--- src/hw/rtl/bqc_pkg.sv ---
package bqc_pkg;

  localparam int MAX_SECTIONS  = 8;
  localparam int COEFS_PER_SEC = 5;
  localparam int NUM_COEF      = COEFS_PER_SEC * MAX_SECTIONS;
  localparam int NUM_DELAY     = 2 * MAX_SECTIONS;
  localparam int SEC_W         = (MAX_SECTIONS > 1) ? $clog2(MAX_SECTIONS) : 1;
  localparam int COEF_AW       = $clog2(NUM_COEF);
  localparam int DLY_AW        = $clog2(NUM_DELAY);

  localparam int SAMPLE_W   = 24;
  localparam int COEF_W     = 32;
  localparam int COEF_SHIFT = 27;
  localparam int PROD_W     = COEF_W + SAMPLE_W;
  localparam int SHIFTED_W  = PROD_W - COEF_SHIFT;
  localparam int ACC_W      = COEF_W + 2;
  localparam int CMD_W      = 2;
  localparam int IDX_W      = 6;
  localparam int CNT_W      = 4;
  localparam int STEP_W     = 3;

  typedef logic signed [SAMPLE_W-1:0]  sample_t;
  typedef logic signed [COEF_W-1:0]    coef_t;
  typedef logic signed [PROD_W-1:0]    prod_t;
  typedef logic signed [SHIFTED_W-1:0] shifted_t;
  typedef logic signed [ACC_W-1:0]     acc_t;

  localparam logic [CMD_W-1:0] CMD_FILTER = 2'd0;
  localparam logic [CMD_W-1:0] CMD_LOAD   = 2'd1;
  localparam logic [CMD_W-1:0] CMD_CLEAR  = 2'd2;

  localparam coef_t   COEF_ONE   = coef_t'(1) <<< COEF_SHIFT;
  localparam sample_t SAMPLE_MAX = {1'b0, {(SAMPLE_W-1){1'b1}}};
  localparam sample_t SAMPLE_MIN = {1'b1, {(SAMPLE_W-1){1'b0}}};
  localparam coef_t   STATE_MAX  = {1'b0, {(COEF_W-1){1'b1}}};
  localparam coef_t   STATE_MIN  = {1'b1, {(COEF_W-1){1'b0}}};

  // datapath controls, one step of the section sequence
  typedef struct packed {
    logic ld_x;
    logic adv_x;
    logic sel_y;
    logic ld_s1;
    logic ld_s2;
    logic ld_y;
    logic acc1_init;
    logic acc1_sub;
    logic acc2_init;
    logic acc2_sub;
    logic wr_s2;
  } ctl_t;

  function automatic sample_t sat_sample(acc_t v);
    logic [ACC_W-SAMPLE_W:0] hi;
    hi = v[ACC_W-1:SAMPLE_W-1];
    if ((&hi) || !(|hi)) return v[SAMPLE_W-1:0];
    else if (v[ACC_W-1]) return SAMPLE_MIN;
    else return SAMPLE_MAX;
  endfunction

  function automatic coef_t sat_state(acc_t v);
    logic [ACC_W-COEF_W:0] hi;
    hi = v[ACC_W-1:COEF_W-1];
    if ((&hi) || !(|hi)) return v[COEF_W-1:0];
    else if (v[ACC_W-1]) return STATE_MIN;
    else return STATE_MAX;
  endfunction

endpackage

--- src/hw/rtl/bqc_coef_mem.sv ---
module bqc_coef_mem (
  input  logic                    clk,
  input  logic                    rst_n,
  input  logic                    we,
  input  logic [bqc_pkg::COEF_AW-1:0] waddr,
  input  bqc_pkg::coef_t          wdata,
  input  logic                    re,
  input  logic [bqc_pkg::COEF_AW-1:0] raddr,
  input  logic                    rd_b0,
  output bqc_pkg::coef_t          rdata
);
  import bqc_pkg::*;

  coef_t                mem [NUM_COEF];
  logic [NUM_COEF-1:0]  valid_r;
  logic [NUM_COEF-1:0]  valid_nxt;
  coef_t                q_r;
  logic                 q_valid_r;
  logic                 q_b0_r;

  always_comb begin
    valid_nxt = valid_r;
    if (we) valid_nxt[waddr] = 1'b1;
  end

  always_ff @(posedge clk) begin
    if (!rst_n) begin
      valid_r <= '0;
    end else begin
      valid_r <= valid_nxt;
    end
  end

  always_ff @(posedge clk) begin
    if (we) mem[waddr] <= wdata;
  end

  always_ff @(posedge clk) begin
    if (re) begin
      q_r       <= mem[raddr];
      q_valid_r <= valid_r[raddr];
      q_b0_r    <= rd_b0;
    end
  end

  // unwritten entries read as pass-through coefficients
  assign rdata = q_valid_r ? q_r : (q_b0_r ? COEF_ONE : '0);

endmodule

--- src/hw/rtl/bqc_delay_mem.sv ---
module bqc_delay_mem (
  input  logic                       clk,
  input  logic                       rst_n,
  input  logic                       clr,
  input  logic                       we,
  input  logic [bqc_pkg::DLY_AW-1:0] waddr,
  input  bqc_pkg::coef_t             wdata,
  input  logic                       re,
  input  logic [bqc_pkg::DLY_AW-1:0] raddr,
  output bqc_pkg::coef_t             rdata
);
  import bqc_pkg::*;

  coef_t                mem [NUM_DELAY];
  logic [NUM_DELAY-1:0] valid_r;
  logic [NUM_DELAY-1:0] valid_nxt;
  coef_t                q_r;
  logic                 q_valid_r;

  always_comb begin
    valid_nxt = valid_r;
    if (clr) begin
      valid_nxt = '0;
    end else if (we) begin
      valid_nxt[waddr] = 1'b1;
    end
  end

  always_ff @(posedge clk) begin
    if (!rst_n) begin
      valid_r <= '0;
    end else begin
      valid_r <= valid_nxt;
    end
  end

  always_ff @(posedge clk) begin
    if (we) mem[waddr] <= wdata;
  end

  always_ff @(posedge clk) begin
    if (re) begin
      q_r       <= mem[raddr];
      q_valid_r <= valid_r[raddr];
    end
  end

  // cleared entries read as zero
  assign rdata = q_valid_r ? q_r : '0;

endmodule

--- src/hw/rtl/bqc_datapath.sv ---
module bqc_datapath (
  input  logic             clk,
  input  bqc_pkg::ctl_t    ctl,
  input  bqc_pkg::sample_t sample,
  input  bqc_pkg::coef_t   coef,
  input  bqc_pkg::coef_t   dly,
  output bqc_pkg::sample_t y,
  output bqc_pkg::coef_t   dly_wdata
);
  import bqc_pkg::*;

  sample_t  x_r;
  sample_t  y_r;
  coef_t    s1_r;
  coef_t    s2_r;
  prod_t    prod_r;
  prod_t    prod_nxt;
  acc_t     acc1_r;
  acc_t     acc2_r;
  sample_t  mul_opnd;
  shifted_t prod_sh;
  acc_t     sh_ext;
  acc_t     y_sum;

  assign mul_opnd = ctl.sel_y ? y_r : x_r;
  assign prod_nxt = prod_t'(coef) * prod_t'(mul_opnd);

  // arithmetic shift by 27 is a floor, so just drop the low bits
  assign prod_sh = prod_r[PROD_W-1:COEF_SHIFT];
  assign sh_ext  = ACC_W'(prod_sh);
  assign y_sum   = sh_ext + ACC_W'(s1_r);

  always_ff @(posedge clk) begin
    prod_r <= prod_nxt;
    if (ctl.ld_x) begin
      x_r <= sample;
    end else if (ctl.adv_x) begin
      x_r <= y_r;
    end
    if (ctl.ld_s1) s1_r <= dly;
    if (ctl.ld_s2) s2_r <= dly;
    if (ctl.ld_y) y_r <= sat_sample(y_sum);
    if (ctl.acc1_init) begin
      acc1_r <= sh_ext + ACC_W'(s2_r);
    end else if (ctl.acc1_sub) begin
      acc1_r <= acc1_r - sh_ext;
    end
    if (ctl.acc2_init) begin
      acc2_r <= sh_ext;
    end else if (ctl.acc2_sub) begin
      acc2_r <= acc2_r - sh_ext;
    end
  end

  assign y         = y_r;
  assign dly_wdata = ctl.wr_s2 ? sat_state(acc2_r) : sat_state(acc1_r);

endmodule

--- src/hw/rtl/biquad_cascade_filter.sv ---
// Cascade of second-order IIR sections (transposed direct form II), Q1.23
// samples, Q5.27 coefficients.
// Input channel (in_valid / in_stall) carries one command per transfer:
// filter a sample, load one coefficient, or clear all delay states.
// Loads and clears complete in the cycle of the transfer and give no result.
// A filtered sample runs through the active sections one after another,
// each section running on a single 32x24 multiplier fed from the
// coefficient and delay memories (five products and two state write-backs).
// The block takes no new command while a sample runs through it; the next
// command is taken in the cycle the result appears on the out_ channel.
// The result sits in an output register: a new command is taken while it
// waits, and only the end of the following sample holds while out_stall is
// high.
// Reset clears all delay states, sets every section to pass-through and
// the section count to one. cfg_we writes the section count; zero acts as
// one and values above eight act as eight.
module biquad_cascade_filter (
  input  logic                         clk,
  input  logic                         rst_n,
  input  logic                         cfg_we,
  input  logic [bqc_pkg::CNT_W-1:0]    cfg_wdata,
  input  logic                         in_valid,
  output logic                         in_stall,
  input  logic [bqc_pkg::CMD_W-1:0]    in_cmd,
  input  bqc_pkg::sample_t             in_sample_in,
  input  logic                         in_frame_end,
  input  logic [bqc_pkg::IDX_W-1:0]    in_coef_index,
  input  bqc_pkg::coef_t               in_coef_value,
  output logic                         out_valid,
  input  logic                         out_stall,
  output bqc_pkg::sample_t             out_sample_out,
  output logic                         out_frame_end_out
);
  import bqc_pkg::*;

  localparam logic ST_IDLE = 1'b0;
  localparam logic ST_RUN  = 1'b1;

  localparam logic [STEP_W-1:0] STP_RD   = 3'd0;
  localparam logic [STEP_W-1:0] STP_S1   = 3'd1;
  localparam logic [STEP_W-1:0] STP_Y    = 3'd2;
  localparam logic [STEP_W-1:0] STP_N1   = 3'd3;
  localparam logic [STEP_W-1:0] STP_N2   = 3'd4;
  localparam logic [STEP_W-1:0] STP_FB1  = 3'd5;
  localparam logic [STEP_W-1:0] STP_FB2  = 3'd6;
  localparam logic [STEP_W-1:0] STP_LAST = 3'd7;

  logic               state_r, state_nxt;
  logic [STEP_W-1:0]  st_r, st_nxt;
  logic [SEC_W-1:0]   sec_r, sec_nxt;
  logic [SEC_W-1:0]   last_r, last_nxt;
  logic               frame_r, frame_nxt;
  logic [CNT_W-1:0]   sections_r;
  logic               out_valid_r, out_valid_nxt;
  sample_t            out_sample_r;
  logic               out_frame_r;

  logic               in_xfer;
  logic               run;
  logic               sec_done;
  logic               out_free;
  logic               out_load;
  logic [SEC_W-1:0]   last_calc;
  ctl_t               ctl;

  logic               coef_we;
  logic [COEF_AW-1:0] coef_raddr;
  logic               coef_re;
  coef_t              coef_rdata;
  logic               dly_clr;
  logic               dly_we;
  logic               dly_re;
  logic [DLY_AW-1:0]  dly_addr;
  coef_t              dly_rdata;
  coef_t              dly_wdata;
  sample_t            y;

  assign in_stall = (state_r != ST_IDLE);
  assign in_xfer  = in_valid && !in_stall;
  assign run      = (state_r == ST_RUN);
  assign sec_done = run && (st_r == STP_LAST);
  assign out_free = !out_valid_r || !out_stall;
  assign out_load = sec_done && (sec_r == last_r) && out_free;

  always_comb begin
    if (sections_r == '0) begin
      last_calc = '0;
    end else if (32'(sections_r) > MAX_SECTIONS) begin
      last_calc = SEC_W'(MAX_SECTIONS - 1);
    end else begin
      last_calc = SEC_W'(sections_r - CNT_W'(1));
    end
  end

  always_comb begin
    state_nxt = state_r;
    st_nxt    = st_r;
    sec_nxt   = sec_r;
    last_nxt  = last_r;
    frame_nxt = frame_r;
    ctl       = '0;
    unique case (state_r)
      ST_IDLE: begin
        if (in_xfer && in_cmd == CMD_FILTER) begin
          state_nxt  = ST_RUN;
          st_nxt     = STP_RD;
          sec_nxt    = '0;
          last_nxt   = last_calc;
          frame_nxt  = in_frame_end;
          ctl.ld_x   = 1'b1;
        end
      end
      ST_RUN: begin
        ctl.ld_s1     = (st_r == STP_S1);
        ctl.ld_s2     = (st_r == STP_Y);
        ctl.ld_y      = (st_r == STP_Y);
        ctl.acc1_init = (st_r == STP_N1);
        ctl.acc2_init = (st_r == STP_N2);
        ctl.acc1_sub  = (st_r == STP_FB1);
        ctl.acc2_sub  = (st_r == STP_FB2);
        ctl.sel_y     = (st_r == STP_N2) || (st_r == STP_FB1);
        ctl.wr_s2     = (st_r == STP_LAST);
        if (st_r != STP_LAST) begin
          st_nxt = st_r + STEP_W'(1);
        end else if (sec_r != last_r) begin
          st_nxt    = STP_RD;
          sec_nxt   = sec_r + SEC_W'(1);
          ctl.adv_x = 1'b1;
        end else if (out_free) begin
          state_nxt = ST_IDLE;
        end
      end
      default: begin
        state_nxt = ST_IDLE;
      end
    endcase
  end

  always_comb begin
    out_valid_nxt = out_valid_r;
    if (out_load) begin
      out_valid_nxt = 1'b1;
    end else if (out_valid_r && !out_stall) begin
      out_valid_nxt = 1'b0;
    end
  end

  always_ff @(posedge clk) begin
    if (!rst_n) begin
      state_r     <= ST_IDLE;
      st_r        <= STP_RD;
      sec_r       <= '0;
      last_r      <= '0;
      sections_r  <= CNT_W'(1);
      out_valid_r <= 1'b0;
    end else begin
      state_r     <= state_nxt;
      st_r        <= st_nxt;
      sec_r       <= sec_nxt;
      last_r      <= last_nxt;
      out_valid_r <= out_valid_nxt;
      if (cfg_we) sections_r <= cfg_wdata;
    end
  end

  always_ff @(posedge clk) begin
    frame_r <= frame_nxt;
    if (out_load) begin
      out_sample_r <= y;
      out_frame_r  <= frame_r;
    end
  end

  // coefficient slot follows the step while the five reads go out
  assign coef_we    = in_xfer && (in_cmd == CMD_LOAD) &&
                      (32'(in_coef_index) < NUM_COEF);
  assign coef_re    = run && (st_r <= STP_N2);
  assign coef_raddr = COEF_AW'(sec_r) * COEF_AW'(COEFS_PER_SEC) + COEF_AW'(st_r);

  // s1 read at step 0 and written at step 6, s2 at steps 1 and 7
  assign dly_clr  = in_xfer && (in_cmd == CMD_CLEAR);
  assign dly_re   = run && (st_r <= STP_S1);
  assign dly_we   = run && ((st_r == STP_FB2) || (st_r == STP_LAST));
  assign dly_addr = DLY_AW'({sec_r, st_r[0]});

  bqc_coef_mem u_coef_mem (
    .clk   (clk),
    .rst_n (rst_n),
    .we    (coef_we),
    .waddr (COEF_AW'(in_coef_index)),
    .wdata (in_coef_value),
    .re    (coef_re),
    .raddr (coef_raddr),
    .rd_b0 (st_r == STP_RD),
    .rdata (coef_rdata)
  );

  bqc_delay_mem u_delay_mem (
    .clk   (clk),
    .rst_n (rst_n),
    .clr   (dly_clr),
    .we    (dly_we),
    .waddr (dly_addr),
    .wdata (dly_wdata),
    .re    (dly_re),
    .raddr (dly_addr),
    .rdata (dly_rdata)
  );

  bqc_datapath u_datapath (
    .clk       (clk),
    .ctl       (ctl),
    .sample    (in_sample_in),
    .coef      (coef_rdata),
    .dly       (dly_rdata),
    .y         (y),
    .dly_wdata (dly_wdata)
  );

  assign out_valid         = out_valid_r;
  assign out_sample_out    = out_sample_r;
  assign out_frame_end_out = out_frame_r;

endmodule
--- config.mk ---
export PLATFORM = sky130hd
export DESIGN_NAME = biquad_cascade_filter
export DESIGN_NICKNAME = d
export VERILOG_FILES = /design/src/hw/rtl/bqc_pkg.sv /design/src/hw/rtl/bqc_coef_mem.sv /design/src/hw/rtl/bqc_delay_mem.sv /design/src/hw/rtl/bqc_datapath.sv /design/src/hw/rtl/biquad_cascade_filter.sv
export SDC_FILE = /design/constraint.sdc
export NUM_CORES = 2
export LEC_CHECK = 0
export ABC_AREA = 1
export BUFFER_PORTS_ARGS = -buffer_cell sky130_fd_sc_hd__buf_2
export CAP_MARGIN = 20
export CORE_UTILIZATION = 30
export CTS_CLUSTER_DIAMETER = 120
export CTS_CLUSTER_SIZE = 20
export DETAILED_ROUTE_END_ITERATION = 8
export SYNTH_ARGS = -nofsm -noshare
export SYNTH_HDL_FRONTEND = slang
export SYNTH_SLANG_ARGS = --single-unit
export TNS_END_PERCENT = 10
--- constraint.sdc ---
create_clock -name clk -period 6.9 [get_ports clk]
set_input_delay 2.07 -clock clk [delete_from_list [all_inputs] [get_ports clk]]
set_output_delay 2.07 -clock clk [all_outputs]
set_load 0.05 [all_outputs]
==> metrics.cfg <==
[cells_and_area]
area.growth.synth_to_final_pct=13.45
drive_gt1_share_pct=10.85
fin_nets=12650
final_common_cell=edfxtp_1
layout_common_cells=edfxtp_1, nor2_1, nand2_1
fillCellCount=39170
final_cells=16770

[cts]
clock_latency_ps=1000
clk_path_buf_depth=4
cts_tree=done
clock-sinks=2165
numCtsBuffers=124
cts-root-buf=clkbuf_16
htreeDepth=3
cts.clk_slew.worst_paths_ps=90

[synth]
yosysTopAreaCell=edfxtp_1
muxShareOfSynthArea_pct=0.008425
synth_cell_type_count=55
netlist_top_cells_area=edfxtp_1, fa_1, nor2_1, o21ai_0, nand2_1
syn-instance-count=11170
synth_seq_cells=2165
synth_top_family_by_area=adder cells
yosysTopAreaCellShare_pct=52.19
syn_area_um2=118800
synth_xor_area_share_pct=0.6192
synth_nets=12330
yosysSeqAreaShare_pct=53.88
synth-edff-count=2065
synth_fa_ha_area_share_pct=16.38
post_synth.cell_area_avg_um2=10.64
async_flop_share_pct=0
ys.flop_type=edfxtp_1
ys_warn_count=0
synth_compound_gate_area_share_pct=10.99
yosys.area_share.simple_pct=12.19

[timing]
slew_viol_final=0
finalSetupViolCount=22
rsz0062_at_grt=yes
skew_ps=143.5
fin_ws_ps=-128.4
hold_viol_final=0
hold_ws_ps=439.5
fin_crit_sh_pct=101.9
post-route-min-period_ps=7028
worstMarginPinSlew_ps=1192
fmax_mhz=142.3
max_slew_margin_pct=20.35
tns_ps=-1220

[floorplan]
die_area_um2=398600
die_w_um=631.3
core-area_um2=393400
initial_core_util_pct=30.20
top_level_ports=101
die_height_um=631.3
fp-row-count=230

[global_route]
grt_pass1_vias=81360
grt_start_max_net_pins=180
grt_pass1_wl_um=542900
track_usage_pct=18.08
gr-total-overflow=0
antenna_found_initial=31

[route]
ant_nets=0
wl_um=373000
via_per_inst=5.072
drt_iter0_drc=9180
wl_per_cell_um=22.24
dr.pass1.iters=7
post-route-drc-count=0
routed-via-count=85080

[pwr]
irDropWorstVdd_uv=786.4
p_leak_nw=50.90
p_total_mw=51.90
power_density_nw_per_um2=385.1

[worst_setup_path]
r2r_cells=33
cpMaxStageDelayCell=fa_1
cp-startpoint=in_stall$_SDFF_PN0_
required_ps=7690
worstSetupEndpoint=u_datapath.prod_r[54]$_DFF_P_
slowest_delay_ps=580
cp.arrival_ps=7820
end_kind=flop
worstPathMaxFanout=12
worst_setup_path_start_kind=flop
rrSetupSlack_ps=-130
path_common_cell=fa_1
worst-setup-path-type=flop to flop
r2r_end=u_datapath.prod_r[54]$_DFF_P_
r2r-start=in_stall$_SDFF_PN0_

[placed_design]
placed_cells=16520
place_hpwl_um=251100
pre_cts_ws_ps=-506.8
port-buffer-count=100
finalWeightedCongestion=0.9678

[min_path]
hp-class=flop to flop
hp-start=frame_r$_DFFE_PP_
min_path_cells=0

[status]
failed_checks=negative setup slack
status=finished, violations left

[run]
cap_violations=0

## cell families (layout without fill, tap and decap cells)
logic type,Yosys count,after routing
AO/OA/AOI/OAI,2331,2331
other,0,11
XOR/XNOR,84,84
adder cells (fa/ha/maj),1083,1083
AND/OR/NAND/NOR,3680,3680
flip-flops,2165,2165
buffers and inverters,1826,2198
multiplexers,1,1
## Yosys cell counts (all sizes together), types with 68 or more instances
master	number
dfxtp	100
nand2	1474
nor2	1894
ha	296
inv	1267
o22ai	449
o21ai	1339
fa	787
buf	126
o221ai	68
edfxtp	2065
clkbuf	426
nand3	146
a21oi	263
## sequential cells by signal (all words and copies together) (netlist names), 3 cells and up
register             count
u_coef_mem.mem        1280
u_delay_mem.mem        512
u_coef_mem.valid_r      40
u_datapath.acc1_r       34
u_datapath.acc2_r       34
u_coef_mem.q_r          32
u_datapath.s1_r         32
u_datapath.s2_r         32
u_delay_mem.q_r         32
u_datapath.prod_r       29
out_sample_out          24
u_datapath.x_r          24
u_datapath.y            24
u_delay_mem.valid_r     16
sections_r               4
last_r                   3
sec_r                    3
st_r                     3
## through the flow
| stage | utilization, % | instance area (um^2) |
|---|---|---|
| 2_1_floorplan | - | 118800 |
| 3_3_place_gp | 32.93 | 129500 |
| 3_5_place_dp | 32.95 | 129600 |
| 4_1_cts | 33.93 | 133500 |
| 5_1_grt | 34.26 | 134800 |
| 6_report | 34.26 | 134800 |
## timing repair
item / in CTS / in global routing
setup buffers: 13 / 38
gates cloned: 2 / 7
resized for setup: 70 / 178
hold buffers: 0 / 0
pin swaps: 4 / 66
endpoints found under the setup margin: 29 / 29
## critical path, delay by kind of cell (launching register included)
family	cells	cell delay [ps]
buffers and inverters	13	1080
flip-flops	1	360
AND/OR/NAND/NOR	10	1270
adder cells (fa/ha/maj)	8	4010
AO/OA/AOI/OAI	1	80
XOR/XNOR	1	140
## area by class of cell
class / count / area [um^2] / share of cell area, %
diodes: 11 / 27.53 / 0.02042
inverters: 1274 / 4842 / 3.592
flip-flops and latches: 2165 / 64020 / 47.50
multi-input cells: 7179 / 49300 / 36.57
well taps: 5220 / 6531 / 4.845
clock buffers: 170 / 3286 / 2.438
repair buffers: 744 / 6649 / 4.933
clock inverters: 10 / 133.9 / 0.09932
## how the worst min path moves through the flow
stage                                   to
3_5_place_dp   out_frame_end_out$_DFFE_PP_
2_1_floorplan  out_frame_end_out$_DFFE_PP_
4_1_cts        out_frame_end_out$_DFFE_PP_
6_report       out_frame_end_out$_DFFE_PP_
3_3_place_gp   out_frame_end_out$_DFFE_PP_
5_1_grt        out_frame_end_out$_DFFE_PP_
## where the power goes
group | internal, mW | switching, mW
Sequential | 14.8 | 0.388
Clock | 3.34 | 4.29
Combinational | 12.4 | 16.7
Total | 30.5 | 21.4
## metal layers
metal  part of all wire [%]  vias up  global-route usage, %
met3                    8.2      514                  2.383
met1                     43    42810                  25.91
met2                     45     3399                  28.57
met4                    3.2       16                  5.177
met5                  0.028        -                      0
li1                       -    38340                      -
(Power assumes the default switching activity.)
